[src/design/alle_pkg.sv]
// shared constants and field widths for the array linked list engine
package alle_pkg;

	// default number of slots
	localparam int CAPACITY_DEF = 16;

	// stream field widths
	localparam int ACTION_W = 1;
	localparam int POS_W    = 5;
	localparam int VALUE_W  = 32;
	localparam int STATUS_W = 2;
	localparam int COUNT_W  = 5;
	localparam int S_DATA_W = 40;
	localparam int M_DATA_W = 40;

	// request kinds
	localparam logic [ACTION_W-1:0] ACT_INSERT = 1'b0;
	localparam logic [ACTION_W-1:0] ACT_REMOVE = 1'b1;

	// result status codes
	localparam logic [STATUS_W-1:0] ST_OK        = 2'd0;
	localparam logic [STATUS_W-1:0] ST_FULL      = 2'd1;
	localparam logic [STATUS_W-1:0] ST_BAD_POS   = 2'd2;
	localparam logic [STATUS_W-1:0] ST_EMPTY     = 2'd3;

endpackage

[src/design/array_linked_list_engine_top.sv]
// circular linked list in a slot array with a free chain, walked by a small sequencer
// errors go from S_CHECK straight to S_OUT; an insert into an empty list goes through S_FREE; other
// requests pass S_PRED, S_WALK if a walk is needed, S_NEXT, then S_LINK or S_CUR and S_RELEASE
// s_tready is high only while the sequencer is idle and the previous result has been taken, so
// one request is handled at a time
// reset: arst_n clears the list to empty; slot links read as the initial free chain
// through a fill watermark, so no clearing pass is needed after reset
module array_linked_list_engine_top #(
	parameter int CAPACITY = alle_pkg::CAPACITY_DEF
) (
	input  logic                          clk,
	input  logic                          arst_n,
	input  logic                          s_tvalid,
	output logic                          s_tready,
	// position [4:0], value [36:5], zero fill [39:37]
	input  logic [alle_pkg::S_DATA_W-1:0] s_tdata,
	// action [0]
	input  logic [alle_pkg::ACTION_W-1:0] s_tuser,
	output logic                          m_tvalid,
	input  logic                          m_tready,
	// status [1:0], removed_value [33:2], count [38:34], is_empty [39]
	output logic [alle_pkg::M_DATA_W-1:0] m_tdata
);

	localparam int SW   = (CAPACITY > 1) ? $clog2(CAPACITY) : 1;
	localparam int LW   = $clog2(CAPACITY + 1);
	localparam int CW   = LW;
	localparam int CMPW = (CW > alle_pkg::POS_W) ? CW : alle_pkg::POS_W;

	typedef enum logic [9:0] {
		S_IDLE    = 10'b0000000001,
		S_CHECK   = 10'b0000000010,
		S_FREE    = 10'b0000000100,
		S_PRED    = 10'b0000001000,
		S_WALK    = 10'b0000010000,
		S_NEXT    = 10'b0000100000,
		S_LINK    = 10'b0001000000,
		S_CUR     = 10'b0010000000,
		S_RELEASE = 10'b0100000000,
		S_OUT     = 10'b1000000000
	} state_t;

	// map an out of range link to slot zero
	function automatic logic [SW-1:0] slot_ok(input logic [LW-1:0] v);
		slot_ok = (v < LW'(CAPACITY)) ? v[SW-1:0] : '0;
	endfunction

	state_t state_q;

	// list bookkeeping
	logic [SW-1:0] head_q;
	logic [LW-1:0] free_head_q;
	logic [CW-1:0] count_q;
	logic [LW-1:0] fill_q;

	// request and walk registers
	logic [alle_pkg::ACTION_W-1:0] action_q;
	logic [alle_pkg::POS_W-1:0]    pos_q;
	logic [alle_pkg::VALUE_W-1:0]  value_q;
	logic [SW-1:0]                 fslot_q;
	logic [LW-1:0]                 next_free_q;
	logic [SW-1:0]                 p_q;
	logic [SW-1:0]                 pred_q;
	logic [SW-1:0]                 cur_q;
	logic [CW-1:0]                 step_q;
	logic                          tail_q;

	// result registers
	logic [alle_pkg::STATUS_W-1:0] status_q;
	logic [alle_pkg::VALUE_W-1:0]  removed_q;

	// memories
	logic [LW-1:0]                link_mem [CAPACITY];
	logic [alle_pkg::VALUE_W-1:0] value_mem [CAPACITY];
	logic [LW-1:0]                link_rd_q;
	logic [SW-1:0]                rd_addr_q;
	logic [alle_pkg::VALUE_W-1:0] value_rd_q;

	// memory port controls
	logic                          rd_en;
	logic [SW-1:0]                 rd_addr;
	logic                          wr_en;
	logic [SW-1:0]                 wr_addr;
	logic [LW-1:0]                 wr_data;
	logic                          vwr_en;

	// derived values
	logic                          s_xfer;
	logic [LW-1:0]                 link_rd;
	logic [SW-1:0]                 nxt;
	logic [CMPW-1:0]               pos_c;
	logic [CMPW-1:0]               cnt_c;
	logic [alle_pkg::STATUS_W-1:0] err_status;
	logic                          err;
	logic                          walk_go;
	logic                          walk_done;
	logic [SW-1:0]                 pred_sel;

	assign s_tready = (state_q == S_IDLE);
	assign s_xfer   = s_tvalid && s_tready;
	assign m_tvalid = (state_q == S_OUT);

	assign m_tdata = {
		(count_q == '0),
		alle_pkg::COUNT_W'(count_q),
		removed_q,
		status_q
	};

	// slots at or above the fill watermark still hold their reset link
	assign link_rd = (LW'(rd_addr_q) >= fill_q) ? (LW'(rd_addr_q) + LW'(1)) : link_rd_q;
	assign nxt     = slot_ok(link_rd);
	assign pos_c   = CMPW'(pos_q);
	assign cnt_c   = CMPW'(count_q);

	// request checks
	always_comb begin
		err_status = alle_pkg::ST_OK;
		err        = 1'b0;
		if (action_q == alle_pkg::ACT_INSERT) begin
			if (count_q >= CW'(CAPACITY)) begin
				err_status = alle_pkg::ST_FULL;
				err        = 1'b1;
			end else if (pos_c > cnt_c) begin
				err_status = alle_pkg::ST_BAD_POS;
				err        = 1'b1;
			end
		end else begin
			if (count_q == '0) begin
				err_status = alle_pkg::ST_EMPTY;
				err        = 1'b1;
			end else if (pos_c >= cnt_c) begin
				err_status = alle_pkg::ST_BAD_POS;
				err        = 1'b1;
			end
		end
	end

	// walk decisions
	always_comb begin
		walk_go = (count_q > CW'(1)) && (tail_q || (pos_c > CMPW'(1)));
		if (tail_q) begin
			walk_done = (nxt == head_q) || (step_q == CW'(CAPACITY - 1));
		end else begin
			walk_done = (CMPW'(step_q) + CMPW'(2)) == pos_c;
		end
		pred_sel = (tail_q && (nxt == head_q)) ? p_q : nxt;
	end

	// memory port controls per state
	always_comb begin
		rd_en   = 1'b0;
		rd_addr = p_q;
		wr_en   = 1'b0;
		wr_addr = pred_q;
		wr_data = LW'(fslot_q);
		vwr_en  = 1'b0;
		case (state_q)
			S_CHECK: begin
				rd_addr = slot_ok(free_head_q);
				rd_en   = !err && (action_q == alle_pkg::ACT_INSERT);
			end
			S_FREE: begin
				if (count_q == '0) begin
					wr_en   = 1'b1;
					wr_addr = fslot_q;
					wr_data = LW'(fslot_q);
					vwr_en  = 1'b1;
				end
			end
			S_PRED: begin
				rd_en   = 1'b1;
				rd_addr = head_q;
			end
			S_WALK: begin
				rd_en   = 1'b1;
				rd_addr = pred_sel;
			end
			S_NEXT: begin
				if (action_q == alle_pkg::ACT_INSERT) begin
					wr_en   = 1'b1;
					wr_addr = fslot_q;
					wr_data = LW'(nxt);
				end else begin
					rd_en   = 1'b1;
					rd_addr = nxt;
				end
			end
			S_LINK: begin
				wr_en   = 1'b1;
				wr_addr = pred_q;
				wr_data = LW'(fslot_q);
				vwr_en  = 1'b1;
			end
			S_CUR: begin
				wr_en   = 1'b1;
				wr_addr = pred_q;
				wr_data = LW'(nxt);
			end
			S_RELEASE: begin
				wr_en   = 1'b1;
				wr_addr = cur_q;
				wr_data = free_head_q;
			end
			default: begin
			end
		endcase
	end

	// link and value memories
	always_ff @(posedge clk) begin
		if (wr_en) begin
			link_mem[wr_addr] <= wr_data;
		end
		if (vwr_en) begin
			value_mem[fslot_q] <= value_q;
		end
		if (rd_en) begin
			link_rd_q  <= link_mem[rd_addr];
			value_rd_q <= value_mem[rd_addr];
			rd_addr_q  <= rd_addr;
		end
	end

	// request payload and walk datapath
	always_ff @(posedge clk) begin
		if (s_xfer) begin
			action_q <= s_tuser;
			pos_q    <= s_tdata[alle_pkg::POS_W-1:0];
			value_q  <= s_tdata[alle_pkg::POS_W +: alle_pkg::VALUE_W];
		end
		case (state_q)
			S_CHECK: begin
				fslot_q <= slot_ok(free_head_q);
				tail_q  <= (pos_c == '0) || (pos_c == cnt_c);
			end
			S_FREE: begin
				next_free_q <= link_rd;
			end
			S_PRED: begin
				p_q    <= head_q;
				pred_q <= head_q;
				step_q <= '0;
			end
			S_WALK: begin
				p_q    <= nxt;
				pred_q <= pred_sel;
				step_q <= step_q + CW'(1);
			end
			S_NEXT: begin
				cur_q <= nxt;
			end
			default: begin
			end
		endcase
	end

	// sequencer and list state
	always_ff @(posedge clk or negedge arst_n) begin
		if (!arst_n) begin
			state_q     <= S_IDLE;
			head_q      <= '0;
			free_head_q <= '0;
			count_q     <= '0;
			fill_q      <= '0;
			status_q    <= alle_pkg::ST_OK;
			removed_q   <= '0;
		end else begin
			// watermark grows as untouched slots are written in order
			if (wr_en && (LW'(wr_addr) == fill_q)) begin
				fill_q <= fill_q + LW'(1);
			end
			case (state_q)
				S_IDLE: begin
					if (s_xfer) begin
						state_q <= S_CHECK;
					end
				end
				S_CHECK: begin
					status_q  <= err_status;
					removed_q <= '0;
					if (err) begin
						state_q <= S_OUT;
					end else if (action_q == alle_pkg::ACT_INSERT) begin
						state_q <= S_FREE;
					end else begin
						state_q <= S_PRED;
					end
				end
				S_FREE: begin
					if (count_q == '0) begin
						head_q  <= fslot_q;
						count_q <= count_q + CW'(1);
						if (count_q + CW'(1) == CW'(CAPACITY)) begin
							free_head_q <= LW'(CAPACITY);
						end else begin
							free_head_q <= link_rd;
						end
						state_q <= S_OUT;
					end else begin
						state_q <= S_PRED;
					end
				end
				S_PRED: begin
					state_q <= walk_go ? S_WALK : S_NEXT;
				end
				S_WALK: begin
					if (walk_done) begin
						state_q <= S_NEXT;
					end
				end
				S_NEXT: begin
					state_q <= (action_q == alle_pkg::ACT_INSERT) ? S_LINK : S_CUR;
				end
				S_LINK: begin
					if (pos_q == '0) begin
						head_q <= fslot_q;
					end
					count_q <= count_q + CW'(1);
					if (count_q + CW'(1) == CW'(CAPACITY)) begin
						free_head_q <= LW'(CAPACITY);
					end else begin
						free_head_q <= next_free_q;
					end
					state_q <= S_OUT;
				end
				S_CUR: begin
					removed_q <= value_rd_q;
					if (pos_q == '0) begin
						head_q <= nxt;
					end
					state_q <= S_RELEASE;
				end
				S_RELEASE: begin
					free_head_q <= LW'(cur_q);
					count_q     <= count_q - CW'(1);
					state_q     <= S_OUT;
				end
				S_OUT: begin
					if (m_tready) begin
						state_q <= S_IDLE;
					end
				end
				default: begin
					state_q <= S_IDLE;
				end
			endcase
		end
	end

endmodule
[config.mk]
export PLATFORM = sky130hd
export DESIGN_NAME = array_linked_list_engine_top
export DESIGN_NICKNAME = d
export VERILOG_FILES = /design/src/design/alle_pkg.sv /design/src/design/array_linked_list_engine_top.sv
export SDC_FILE = /design/constraint.sdc
export NUM_CORES = 1
export LEC_CHECK = 0
export ABC_CLOCK_PERIOD_IN_PS = 6600
export BUFFER_PORTS_ARGS = -buffer_cell sky130_fd_sc_hd__buf_2
export CORE_AREA = 2 2 223 225
export DETAILED_ROUTE_END_ITERATION = 10
export DIE_AREA = 0 0 225 227
export PLACE_DENSITY = 0.79
export RECOVER_POWER = 50
export SETUP_SLACK_MARGIN = 0.5
export SLEW_MARGIN = 20
export SYNTH_ARGS = -nofsm -noshare
export SYNTH_HDL_FRONTEND = slang
export SYNTH_SLANG_ARGS = --single-unit
[constraint.sdc]
create_clock -name clk -period 6.6 [get_ports clk]
set_clock_uncertainty 0.1 [all_clocks]
set_input_delay 0.33 -clock clk [delete_from_list [all_inputs] [get_ports clk]]
set_output_delay 0.33 -clock clk [all_outputs]
set_load 0.005 [all_outputs]
# Yosys cells after proc, flatten, opt, wreduce, memory -nomap -nowiden

Memories as Yosys holds them, arrays and structs flattened. A register that Yosys moved wholly into a read port is not among the register bits.
Index checks and enable logic that the tools add are counted.

Flip-flop bits (word level): 132
Bits in writable memories: 592
Input bits: 45
Output and inout bits: 42
Memories kept: 2

Memory list:

| name      | depth | width | read ports | clocked after Yosys merged registers in | wr ports | RTL line                           | text |
|---|---|---|---|---|---|---|---|
| value_mem | 16    | 32    | 1          | 1                                       | 1        | array_linked_list_engine_top.sv:74 | `logic [alle_pkg::VALUE_W-1:0] value_mem [CAPACITY];` |
| link_mem  | 16    | 5     | 1          | 1                                       | 1        | array_linked_list_engine_top.sv:73 | `logic [LW-1:0] link_mem [CAPACITY];` |

Add/subtract/negate cells: 6
Order comparisons: 8
Equal/unequal tests: 22
Muxes and demuxes: 55
Bitwise gates (word level): 1
Reduce and logical (&&, ||, !) cells: 21

Operators with widths:

| kind                   | count |
|---|---|
| $pmux W10 S9           | 1 |
| $pmux W32 S2           | 1 |
| $mux W10               | 5 |
| $pmux W5 S3            | 3 |
| $mux W4                | 11 |
| $mux W5                | 5 |
| $pmux W4 S3            | 2 |
| $pmux W4 S2            | 2 |
| $pmux W4 S4            | 1 |
| $add A5 B1 Y5 const B  | 3 |
| $mux W1                | 13 |
| $eq A10 B1 Y1 const B  | 1 |
| $eq A10 B10 Y1 const B | 1 |
| $eq A10 B2 Y1 const B  | 1 |
| $eq A10 B3 Y1 const B  | 1 |
| $eq A10 B4 Y1 const B  | 1 |
| $eq A10 B5 Y1 const B  | 1 |
| $eq A10 B6 Y1 const B  | 1 |
| $eq A10 B7 Y1 const B  | 1 |
| $eq A10 B8 Y1 const B  | 1 |
| $eq A10 B9 Y1 const B  | 1 |
| $eq A5 B5 Y1           | 2 |
| $gt A5 B1 Y1 const B   | 2 |
| $logic_not A5 Y1       | 2 |
| other kinds (31)       | 50 |

# Longest topological paths before layout

Gate-level depths: netlist (run 1).

Depth after elaboration: 9
Mapped depth: 18
Gate-level depth less buffers: 15

# Worst setup path before layout (run 1)

OpenSTA, ideal clock, no wires.

Path type: reg2reg
Start point: register state_q[3]
End point: memory value_mem[4][0] (netlist name) (enable)
Setup time: 0.461 ns
Arrival time: 4.172 ns
Path slack: 1.867 ns
Stages on the path, launching flop included: 11
Buffers on the path: 2
Period minus slack after synthesis: 4.733 ns
Cells stage by stage: dfrtp_1 -> clkbuf_1 -> nor3_1 -> and3b_1 -> and3_1 -> and2_1 -> clkbuf_1 -> nor2_1 -> nor2_1 -> nand2_1 -> nor3_1

Cells in the longest elaborated chain, start to end: 4

Ends and longest elaborated chain:

| what                                                  | RTL line                            | text |
|---|---|---|
| start, declared                                       | array_linked_list_engine_top.sv:48  | `state_t state_q;` |
| start signal, assigned                                | array_linked_list_engine_top.sv:305 | `state_q <= walk_go ? S_WALK : S_NEXT;` |
| start signal, assigned                                | array_linked_list_engine_top.sv:313 | `state_q <= (action_q == alle_pkg::ACT_INSERT) ? S_LINK : S_CUR;` |
| $eq A10 B7 Y1 / $eq A10 B3 Y1 (equally long branches) | array_linked_list_engine_top.sv:158 | `case (state_q)` |
| $pmux W1 S2 *                                         | array_linked_list_engine_top.sv:158 |  |
| $mux W1 *                                             | array_linked_list_engine_top.sv:215 | `if (vwr_en) begin` |
| $mux W1 (implied by the code) *                       | array_linked_list_engine_top.sv:216 | `value_mem[fslot_q] <= value_q;` |
| end, declared                                         | array_linked_list_engine_top.sv:74  |  |

Every way passes the cells marked *; elsewhere a longest branch is shown, timed or not.

# Worst setup path after layout (run 1)

Start point: register fill_q[2]
End point: register link_rd_q[0] (read register of link_mem), data pin

Cells in the longest elaborated chain, start to end: 8

Ends and longest elaborated chain:

| what                   | RTL line                            | text |
|---|---|---|
| start, declared        | array_linked_list_engine_top.sv:54  | `logic [LW-1:0] fill_q;` |
| start signal, assigned | array_linked_list_engine_top.sv:271 | `fill_q <= fill_q + LW'(1);` |
| $ge A4 B5 Y1 *         | array_linked_list_engine_top.sv:111 | `assign link_rd = (LW'(rd_addr_q) >= fill_q) ? (LW'(rd_addr_q) + LW'(1)) : link_rd_q;` |
| $mux W5 *              | array_linked_list_engine_top.sv:111 |  |
| via link_rd[3]         | array_linked_list_engine_top.sv:89  | `logic [LW-1:0] link_rd;` |
| $lt A5 B5 Y1           | array_linked_list_engine_top.sv:45  | `slot_ok = (v < LW'(CAPACITY)) ? v[SW-1:0] : '0;` |
| $mux W4 *              | array_linked_list_engine_top.sv:45  |  |
| $eq A4 B4 Y1           | array_linked_list_engine_top.sv:147 | `pred_sel = (tail_q && (nxt == head_q)) ? p_q : nxt;` |
| $logic_and A1 B1 Y1    | array_linked_list_engine_top.sv:147 |  |
| $mux W4                | array_linked_list_engine_top.sv:147 |  |
| $pmux W4 S4 *          | array_linked_list_engine_top.sv:158 |  |
| end, declared          | array_linked_list_engine_top.sv:75  | `logic [LW-1:0] link_rd_q;` |

The timed path passes the listed nets; every way through them passes the cells marked *.
A chain may end at the register's enable or synchronous reset.

==> results.sh, run 1 <==
export IMPL_critPathMaxStageDelay_ns=0.58
export IMPL_initialDrtViolationCount=2030
export IMPL_crit_chain="inv_1, ha_1, nor3_1, nor3_1, nand2_1, o21ai_0, xnor2_1, o211ai_2, mux2i_1, o211ai_1, buf_12, buf_4, mux2i_1, o22ai_1, or4_1"
export IMPL_rsz0062_at_grt="no"
export IMPL_antenna_found_initial=0
export IMPL_grt_usage=0.266
export IMPL_total_leakage_power_uw=0.0123
export IMPL_post_cts_setup_buffer_count=0
export IMPL_fmax_mhz=177
export IMPL_cts_resized_gates=0
export IMPL_n_antenna_cell=0
export IMPL_grt_pass1_vias=16817
export IMPL_hold_path_end="value_q[2]$_DFFE_PP_"
export IMPL_yosysMostFrequentCell="edfxtp_1"
export IMPL_ys_seq_elements=761
export IMPL_worstSetupStartpointType="flip-flop"
export IMPL_post_route_util=0.699
export IMPL_drtAntennaViolNets=0
export IMPL_hp_class="input port to flip-flop"
export IMPL_cts_tree="yes"
export IMPL_grt_max_degree=89
export IMPL_initial_core_util=0.617
export IMPL_syn_num_nets=1843
export IMPL_fin_ws_ns=0.957
export IMPL_maxCapViolCount=4
export IMPL_io_pins=87
export IMPL_worstReg2RegEnd="link_rd_q[0]$_DFFE_PP_"
export IMPL_synth_avg_cell_area_um2=16.8
export IMPL_synth_edff_count=698
export IMPL_drc=0
export IMPL_ys_types=67
export IMPL_setup_worst_path_end_class="flip-flop"
export IMPL_finalWirelength_um=67200
export IMPL_maxSlewViolCount=182
export IMPL_die_h_um=227
export IMPL_cts_sinks=761
export IMPL_p_per_area_nw_per_um2=343
export IMPL_critPathSlowestCell="or4_1"
export IMPL_setup_viol=0
export IMPL_reg2reg_slack_ns=0.96
export IMPL_crit_type="flip-flop to flip-flop"
export IMPL_yosysSeqAreaShare=0.753
export IMPL_dieArea_um2=51100
export IMPL_dieWidth_um=225
export IMPL_grt_overflow=0
export IMPL_min_delay_path_depth=2
export IMPL_clkTransAtPathRegs_ns=0.06
export IMPL_wire_per_inst_um=25.7
export IMPL_final_hold_viol_count=0
export IMPL_numPortBuffers=83
export IMPL_ctsHoldBuffers=41
export IMPL_async_flop_share=0.0828
export IMPL_status="complete, but fails checks"
export IMPL_htree_levels=3
export IMPL_worst_pin_slew_ns=4.33
export IMPL_cts_max_path_buffers=3
export IMPL_min_from="s_tdata[7]"
export IMPL_num_rows=81
export IMPL_dominantRegCellSynth="edfxtp_1"
export IMPL_reg2reg_depth=15
export IMPL_fin_crit_sh=0.855
export IMPL_yosysTopAreaCellShare=0.700
export IMPL_cts_buffers=74
export IMPL_crit_family="compound AO/OA/AOI/OAI gates"
export IMPL_place_ws_ns=1.16
export IMPL_synth_commonest_cells="698 x edfxtp_1, 300 x mux2i_1, 152 x o22ai_1"
export IMPL_period_minus_slack_ns=5.64
export IMPL_crit_fanout=36
export IMPL_violations="max-capacitance violations, max-slew violations"
export IMPL_ir_drop_mv=0.287
export IMPL_root_buffer="clkbuf_16"
export IMPL_fin_setup_tns_ns=0
export IMPL_drive_above_1_share=0.115
export IMPL_worstPathRequired_ns=6.84
export IMPL_dp_final_hpwl_um=35400
export IMPL_cp_num_buf_inv=3
export IMPL_routabilityCongestion=0.921
export IMPL_slew_headroom=-1.88
export IMPL_syn_cell_area_um2=29900
export IMPL_yosysWarnings=0
export IMPL_drt_first_pass_iters=7
export IMPL_clkLatencyLatePin_ns=0.61
export IMPL_r2r_start="fill_q[2]$_DFFE_PN0P_"
export IMPL_crit_arrival_ns=5.88
export IMPL_layout_nets=1998
export IMPL_syn_instance_count=1780
export IMPL_area_delta_synth_final_pct=13.4
export IMPL_core_um2=48500
export IMPL_nFillCells=2953
export IMPL_routed_via_density=6.52
export IMPL_grt_pass1_wl_um=99600
export IMPL_via_count=17048
export IMPL_yosysTopAreaCell="edfxtp_1"
export IMPL_ys_top_cells_by_area="edfxtp_1 70%, mux2i_1 10%, dfrtp_1 5.2%"
## layout by cell type, fill, tap and decap left out, types with 5 or more instances in the layout
master           n
ha_1            18
o221ai_1         5
xnor2_1         20
o22ai_1        152
a21oi_1         19
or3_1            5
mux2i_1        300
clkinv_2        17
inv_1           29
nor2_4          12
nor2b_1         10
a22oi_1          6
a31oi_1          6
or4_1           39
nor4_1           5
buf_4           32
buf_2           45
nor2_1          56
clkinv_1         7
bufinv_16        6
or3_2            5
o21ai_0         38
nor3_1          16
and3_1           7
dfrtp_1         62
and2_1           8
nand2_1         44
edfxtp_1       698
clkbuf_16       78
xor2_1           6
clkbuf_8         5
o211ai_1         5
clkbuf_1        60
nand3_1         11
dlygate4sd3_1   41
a22o_1          33
nand2b_1         9
nand4_1          5
## sequential cells by signal (all words and copies together) (netlist names), 10 cells and up
name	flops
link_mem	80
removed_q	32
state_q	10
value_mem	512
value_q	32
value_rd_q	32
## kinds of logic after synthesis
| kind of cell | synth area share |
|---|---|
| AO/OA/AOI/OAI | 0.0655 |
| XOR/XNOR | 0.00761 |
| adder cells (fa/ha/maj) | 0.00752 |
| buffers and inverters | 0.0194 |
| flip-flops | 0.753 |
| multiplexers | 0.101 |
| AND/OR/NAND/NOR | 0.0466 |
## how the worst max path moves through the flow
| stage | startpoint | end | slack (ns) | depth (start not counted) |
|---|---|---|---|---|
| floorplan | state_q[3]$_DFFE_PN0P_ | value_mem[4][0]$_DFFE_PP_ | 1.87 | 10 |
| global placement | fill_q[2]$_DFFE_PN0P_ | link_rd_q[0]$_DFFE_PP_ | 1.22 | 15 |
| detailed placement | fill_q[2]$_DFFE_PN0P_ | link_rd_q[0]$_DFFE_PP_ | 1.16 | 15 |
| CTS | fill_q[2]$_DFFE_PN0P_ | link_rd_q[0]$_DFFE_PP_ | 1.11 | 15 |
| global route | fill_q[2]$_DFFE_PN0P_ | link_rd_q[0]$_DFFE_PP_ | 0.51 | 15 |
| finish | fill_q[2]$_DFFE_PN0P_ | link_rd_q[0]$_DFFE_PP_ | 0.96 | 15 |
## through the flow
stage          instances  area [µm²]  hold slack, ns  power, µW
2_1_floorplan       1780       29900         -0.0656       6970
3_3_place_gp        2440       31200           0.353       7430
3_5_place_dp        2440       31200           0.358       7480
4_1_cts             2615       34000           0.300      11700
5_1_grt             2615       34000           0.318      12000
6_report            2615       34000           0.330      11600
## layout make-up
cell class	instances	area, µm²	area share
clock buffer	100	2080	0.0614
multi-input combinational	902	6960	0.205
inverter	31	116	0.00343
sequential	761	22500	0.664
clock inverter	34	358	0.0105
timing repair buffer	165	1120	0.0329
tap	622	778	0.0229
## layer usage
| metal | global-route usage | wire, µm | vias up |
|---|---|---|---|
| met4 | 0.0955 | 2080 | 0 |
| met1 | 0.356 | 26000 | 8515 |
| li1 | - | - | 7386 |
| met5 | 0 | 0 | - |
| met2 | 0.437 | 32700 | 976 |
| met3 | 0.0569 | 6470 | 171 |
## where the power goes
group | total [µW] | internal, µW | switching [µW] | leakage (µW)
Combinational | 1510 | 578 | 930 | 0.00400
Clock | 4210 | 2460 | 1750 | 0.00121
Sequential | 5930 | 5660 | 264 | 0.00711
No activity file was read; power rests on OpenSTA's default activity.
==> run 2: changes to the inputs <==
Settings changed: RECOVER_POWER 50 to not set.
==> results.sh, run 2 (synthesized netlist as in run 1, its figures left out) <==
export IMPL_core_um2=48500
export IMPL_via_count=17020
export IMPL_dieWidth_um=225
export IMPL_grt_overflow=0
export IMPL_top_regs="value_mem x512, link_mem x80"
export IMPL_drt_first_pass_iters=5
export IMPL_wl_met1_um=26000
export IMPL_wire_per_inst_um=25.7
export IMPL_detailed_place_area_um2=31200
export IMPL_die_h_um=227
export IMPL_initialDrtViolationCount=1969
export IMPL_n_antenna_cell=0
export IMPL_crit_type="flip-flop to flip-flop"
export IMPL_hp_class="input port to flip-flop"
export IMPL_largest_register_ffs=512
export IMPL_stdcell_area_um2=34000
export IMPL_cts_buffers=74
export IMPL_crit_chain="inv_1, ha_1, nor3_1, nor3_1, nand2_1, or4b_1, o211ai_1, o211ai_2, mux2i_1, o211ai_1, buf_12, buf_4, mux2i_1, o22ai_1, or4_1"
export IMPL_area_delta_synth_final_pct=13.7
export IMPL_fmax_mhz=180
export IMPL_wl_met2_um=32700
export IMPL_dieArea_um2=51100
export IMPL_routabilityCongestion=0.921
export IMPL_power_uw=11600
export IMPL_top_layer_used="met4"
export IMPL_cts_tree="yes"
export IMPL_crit_fanout=36
export IMPL_num_rows=81
export IMPL_final_hold_viol_count=0
export IMPL_total_leakage_power_uw=0.0125
export IMPL_clkTransAtPathRegs_ns=0.06
export IMPL_routed_via_density=6.51
export IMPL_fin_crit_sh=0.842
export IMPL_critPathSlowestCell="or4_1"
export IMPL_grt_max_degree=89
export IMPL_fin_setup_tns_ns=0
export IMPL_antenna_found_initial=0
export IMPL_cts_resized_gates=0
export IMPL_maxCapViolCount=0
export IMPL_worstPathRequired_ns=6.84
export IMPL_met3_length_um=6480
export IMPL_layout_nets=1998
export IMPL_final_cell_mix="698 x edfxtp_1, 300 x mux2i_1, 152 x o22ai_1"
export IMPL_clkLatencyLatePin_ns=0.61
export IMPL_cts_max_path_buffers=3
export IMPL_drive_above_1_share=0.139
export IMPL_grt_pass1_vias=16817
export IMPL_initial_core_util=0.617
export IMPL_cts_sinks=761
export IMPL_grt_usage=0.266
export IMPL_p_per_area_nw_per_um2=342
export IMPL_post_route_util=0.701
export IMPL_maxSlewViolCount=0
export IMPL_worstSetupStartpointType="flip-flop"
export IMPL_dp_final_hpwl_um=35400
export IMPL_setup_viol=0
export IMPL_critPathMaxStageDelay_ns=0.58
export IMPL_crit_arrival_ns=5.80
export IMPL_io_pins=87
export IMPL_worst_pin_slew_ns=1.17
export IMPL_grt_pass1_wl_um=99600
export IMPL_htree_levels=3
export IMPL_numPortBuffers=83
export IMPL_root_buffer="clkbuf_16"
export IMPL_drtAntennaViolNets=0
export IMPL_nFillCells=2931
export IMPL_ir_drop_mv=0.287
export IMPL_finalWirelength_um=67200
export IMPL_drc=0
export IMPL_layout_commonest_cell="edfxtp_1"
export IMPL_slew_headroom=0.219
export IMPL_rsz0062_at_grt="no"
export IMPL_status="completed"
export IMPL_period_minus_slack_ns=5.55
export IMPL_largest_register="value_mem"
export IMPL_setup_worst_path_end_class="flip-flop"
-- run 2: changes by cell type in the layout (fill, tap and decap cells not counted), sizes merged --
cell / previous run / this run
clkbuf: 143 / 100
buf: 81 / 124
-- run 2: worst paths after layout --
| check | to | cells after the start | startpoint | slack (ns) |
|---|---|---|---|---|
| min reg2reg | removed_q[24]$_DFFE_PN0P_ | 1 | value_rd_q[24]$_DFFE_PP_ | 0.37 |
| min | value_q[2]$_DFFE_PP_ | 2 | s_tdata[7] | 0.33 |
| max in group asynchronous | removed_q[16]$_DFFE_PN0P_ | 2 | arst_n | 5.40 |
| min in group asynchronous | fill_q[0]$_DFFE_PN0P_ | 2 | arst_n | 0.36 |
| max reg2reg | link_rd_q[0]$_DFFE_PP_ | 15 | fill_q[2]$_DFFE_PN0P_ | 1.05 |
| max | link_rd_q[0]$_DFFE_PP_ | 15 | fill_q[2]$_DFFE_PN0P_ | 1.05 |
-- run 2: critical path, delay by kind of cell, from the launching register on --
kind / cells / cell delay [ns]
and+or+nand+nor: 5 / 1.83
AOI/OAI and AO/OA: 4 / 1.17
buffers and inverters: 3 / 0.89
muxes: 2 / 0.54
DFF: 1 / 0.45
adders and majority gates: 1 / 0.28
-- run 2: per-layer routing --
metal | global-route usage | vias up
li1 | - | 7386
met1 | 0.356 | 8506
met2 | 0.437 | 959
met3 | 0.0569 | 169
met4 | 0.0955 | 0
met5 | 0 | -
-- run 2: area by class of cell --
class	count	area, µm²	share of cell area
multi-input cells	902	6980	0.205
well taps	622	778	0.0229
flip-flops and latches	761	22500	0.662
clock inverters	34	358	0.0105
inverters	31	116	0.00342
clock buffers	100	2080	0.0612
repair buffers	165	1190	0.0348
-- run 2: repair_timing --
action / CTS / global route
setup buffers: 0 / 0
hold endpoints to repair: 104 / 0
hold buffers: 41 / 0
-- run 2: where the power goes --
group	switching [µW]	internal (µW)	total, µW
logic	932	585	1520
registers	264	5660	5920
clock network	1750	2460	4210
total	2940	8710	11600
-- run 2: through the flow --
step / hold WS, ns / instances / setup WS [ns]
after floorplan: -0.0656 / 1780 / 1.87
after global placement: 0.353 / 2440 / 1.22
after detailed placement: 0.358 / 2440 / 1.16
after CTS: 0.300 / 2615 / 1.11
after global routing: 0.318 / 2615 / 0.648
final: 0.329 / 2615 / 1.05
==> run 3: changes to the inputs <==
Settings changed: ABC_CLOCK_PERIOD_IN_PS 6600 to 5770.
Clock period 6.6 ns to 5.77 ns, I/O delays scaled along.
==> results.sh, run 3 (synthesized netlist as in run 1, its figures left out) <==
export IMPL_via_count=17206
export IMPL_power_switching_uw=3480
export IMPL_dieArea_um2=51100
export IMPL_cts_sinks=761
export IMPL_initial_core_util=0.617
export IMPL_worstPathRequired_ns=6.00
export IMPL_rsz0062_at_grt="no"
export IMPL_drtAntennaViolNets=0
export IMPL_stdcell_area_um2=34500
export IMPL_wl_met2_um=34400
export IMPL_p_clk_frac=0.364
export IMPL_clkLatencyLatePin_ns=0.61
export IMPL_maxCapViolCount=0
export IMPL_clkTransAtPathRegs_ns=0.06
export IMPL_grt_overflow=0
export IMPL_hp_class="input port to flip-flop"
export IMPL_num_rows=81
export IMPL_wire_per_inst_um=26.6
export IMPL_layout_nets=2024
export IMPL_cts_buffers=74
export IMPL_antenna_found_initial=0
export IMPL_pwr_share_comb=0.139
export IMPL_swShare=0.255
export IMPL_largest_register_ffs=512
export IMPL_setup_worst_path_end_class="flip-flop"
export IMPL_setup_viol=0
export IMPL_initialDrtViolationCount=1840
export IMPL_met3_length_um=6450
export IMPL_crit_type="flip-flop to flip-flop"
export IMPL_ir_drop_mv=0.292
export IMPL_fmax_mhz=202
export IMPL_final_cell_mix="698 x edfxtp_1, 300 x mux2i_1, 152 x o22ai_1"
export IMPL_fin_crit_sh=0.857
export IMPL_period_minus_slack_ns=4.94
export IMPL_grt_max_degree=57
export IMPL_drc=0
export IMPL_p_per_area_nw_per_um2=394
export IMPL_drt_first_pass_iters=7
export IMPL_root_buffer="clkbuf_16"
export IMPL_post_route_util=0.712
export IMPL_dp_final_hpwl_um=39000
export IMPL_status="completed"
export IMPL_io_pins=87
export IMPL_top_regs="value_mem x512, link_mem x80"
export IMPL_top_layer_used="met4"
export IMPL_share_seq_of_total_power=0.497
export IMPL_final_hold_viol_count=0
export IMPL_core_um2=48500
export IMPL_die_h_um=227
export IMPL_grt_usage=0.275
export IMPL_routabilityCongestion=0.907
export IMPL_fin_setup_tns_ns=0
export IMPL_finalWirelength_um=70200
export IMPL_total_leakage_power_uw=0.0127
export IMPL_worstSetupStartpointType="flip-flop"
export IMPL_htree_levels=3
export IMPL_wl_met1_um=27100
export IMPL_cts_tree="yes"
export IMPL_grt_pass1_wl_um=102000
export IMPL_numPortBuffers=83
export IMPL_grt_pass1_vias=17169
export IMPL_cts_max_path_buffers=3
export IMPL_crit_fanout=19
export IMPL_detailed_place_area_um2=31500
export IMPL_power_uw=13600
export IMPL_worst_pin_slew_ns=1.15
export IMPL_routed_via_density=6.51
export IMPL_area_delta_synth_final_pct=15.4
export IMPL_slew_headroom=0.229
export IMPL_drive_above_1_share=0.152
export IMPL_dieWidth_um=225
export IMPL_n_antenna_cell=0
export IMPL_intPower_uw=10200
export IMPL_largest_register="value_mem"
export IMPL_layout_commonest_cell="edfxtp_1"
export IMPL_maxSlewViolCount=0
export IMPL_nFillCells=2889
export IMPL_crit_arrival_ns=5.18
-- run 3: cell count changes in the layout (fill, tap and decap cells not counted), moves of 3 or more --
cell,previous run,this run
buf_12,4,18
buf_4,38,46
bufinv_16,6,9
clkbuf_1,17,14
clkinvlp_4,1,4
nand3_2,4,1
nand3_4,0,3
or3_4,0,3
-- run 3: per-layer routing --
layer	up-vias	track usage
li1	7463	-
met1	8631	0.362
met2	954	0.463
met3	158	0.0539
met4	0	0.103
met5	-	0
-- run 3: timing repair --
action | in CTS | in global routing
hold endpoints to repair | 104 | 0
endpoints found under the setup margin | 0 | 37
resized for setup | 0 | 9
hold buffers | 42 | 0
buffers inserted | 0 | 1
-- run 3: metrics by stage --
step	cells	setup WS (ns)	hold slack, ns
2_1_floorplan	1780	1.04	-0.107
3_3_place_gp	2462	0.674	0.0226
3_5_place_dp	2462	0.529	0.0265
4_1_cts	2640	0.503	0.253
5_1_grt	2643	0.548	0.263
6_report	2643	0.826	0.279
-- run 3: worst max-delay path, cell delays in order (launching register included) --
cell	delay [ns]
dfrtp_1	0.45
inv_1	0.07
ha_1	0.28
nor3_1	0.05
or3_1	0.43
o211a_1	0.26
or3_1	0.34
a211oi_2	0.25
o211ai_2	0.33
a2bb2oi_1	0.25
o22ai_2	0.39
inv_2	0.20
nand3_2	0.32
buf_6	0.32
o22ai_1	0.15
or4_1	0.45
-- run 3: worst paths after layout --
kind,start,endpoint,slack (ns),cells past startpoint
max in group asynchronous,arst_n,removed_q[20]$_DFFE_PN0P_,4.60,3
max,fill_q[2]$_DFFE_PN0P_,link_rd_q[3]$_DFFE_PP_,0.83,15
max reg2reg,fill_q[2]$_DFFE_PN0P_,link_rd_q[3]$_DFFE_PP_,0.83,15
min reg2reg,value_rd_q[12]$_DFFE_PP_,removed_q[12]$_DFFE_PN0P_,0.37,1
min,s_tdata[28],value_q[23]$_DFFE_PP_,0.28,2
min in group asynchronous,arst_n,fill_q[4]$_DFFE_PN0P_,0.35,3
-- run 3: power by group through the flow --
stage	sequential, µW	combinational, µW	clock [µW]
global route	6800	2010	5210
detailed placement	6870	1800	0
CTS	6760	1840	5000
floorplan	6750	1220	0
global placement	6850	1740	0
finish	6780	1900	4960
-- run 3: layout make-up --
cell class,instances,area (µm²),area share
flip-flops and latches,761,22500,0.652
multi-input cells,903,7020,0.203
clock buffers,96,2040,0.0590
repair buffers,190,1580,0.0456
well taps,622,778,0.0225
clock inverters,40,482,0.0139
inverters,31,116,0.00337
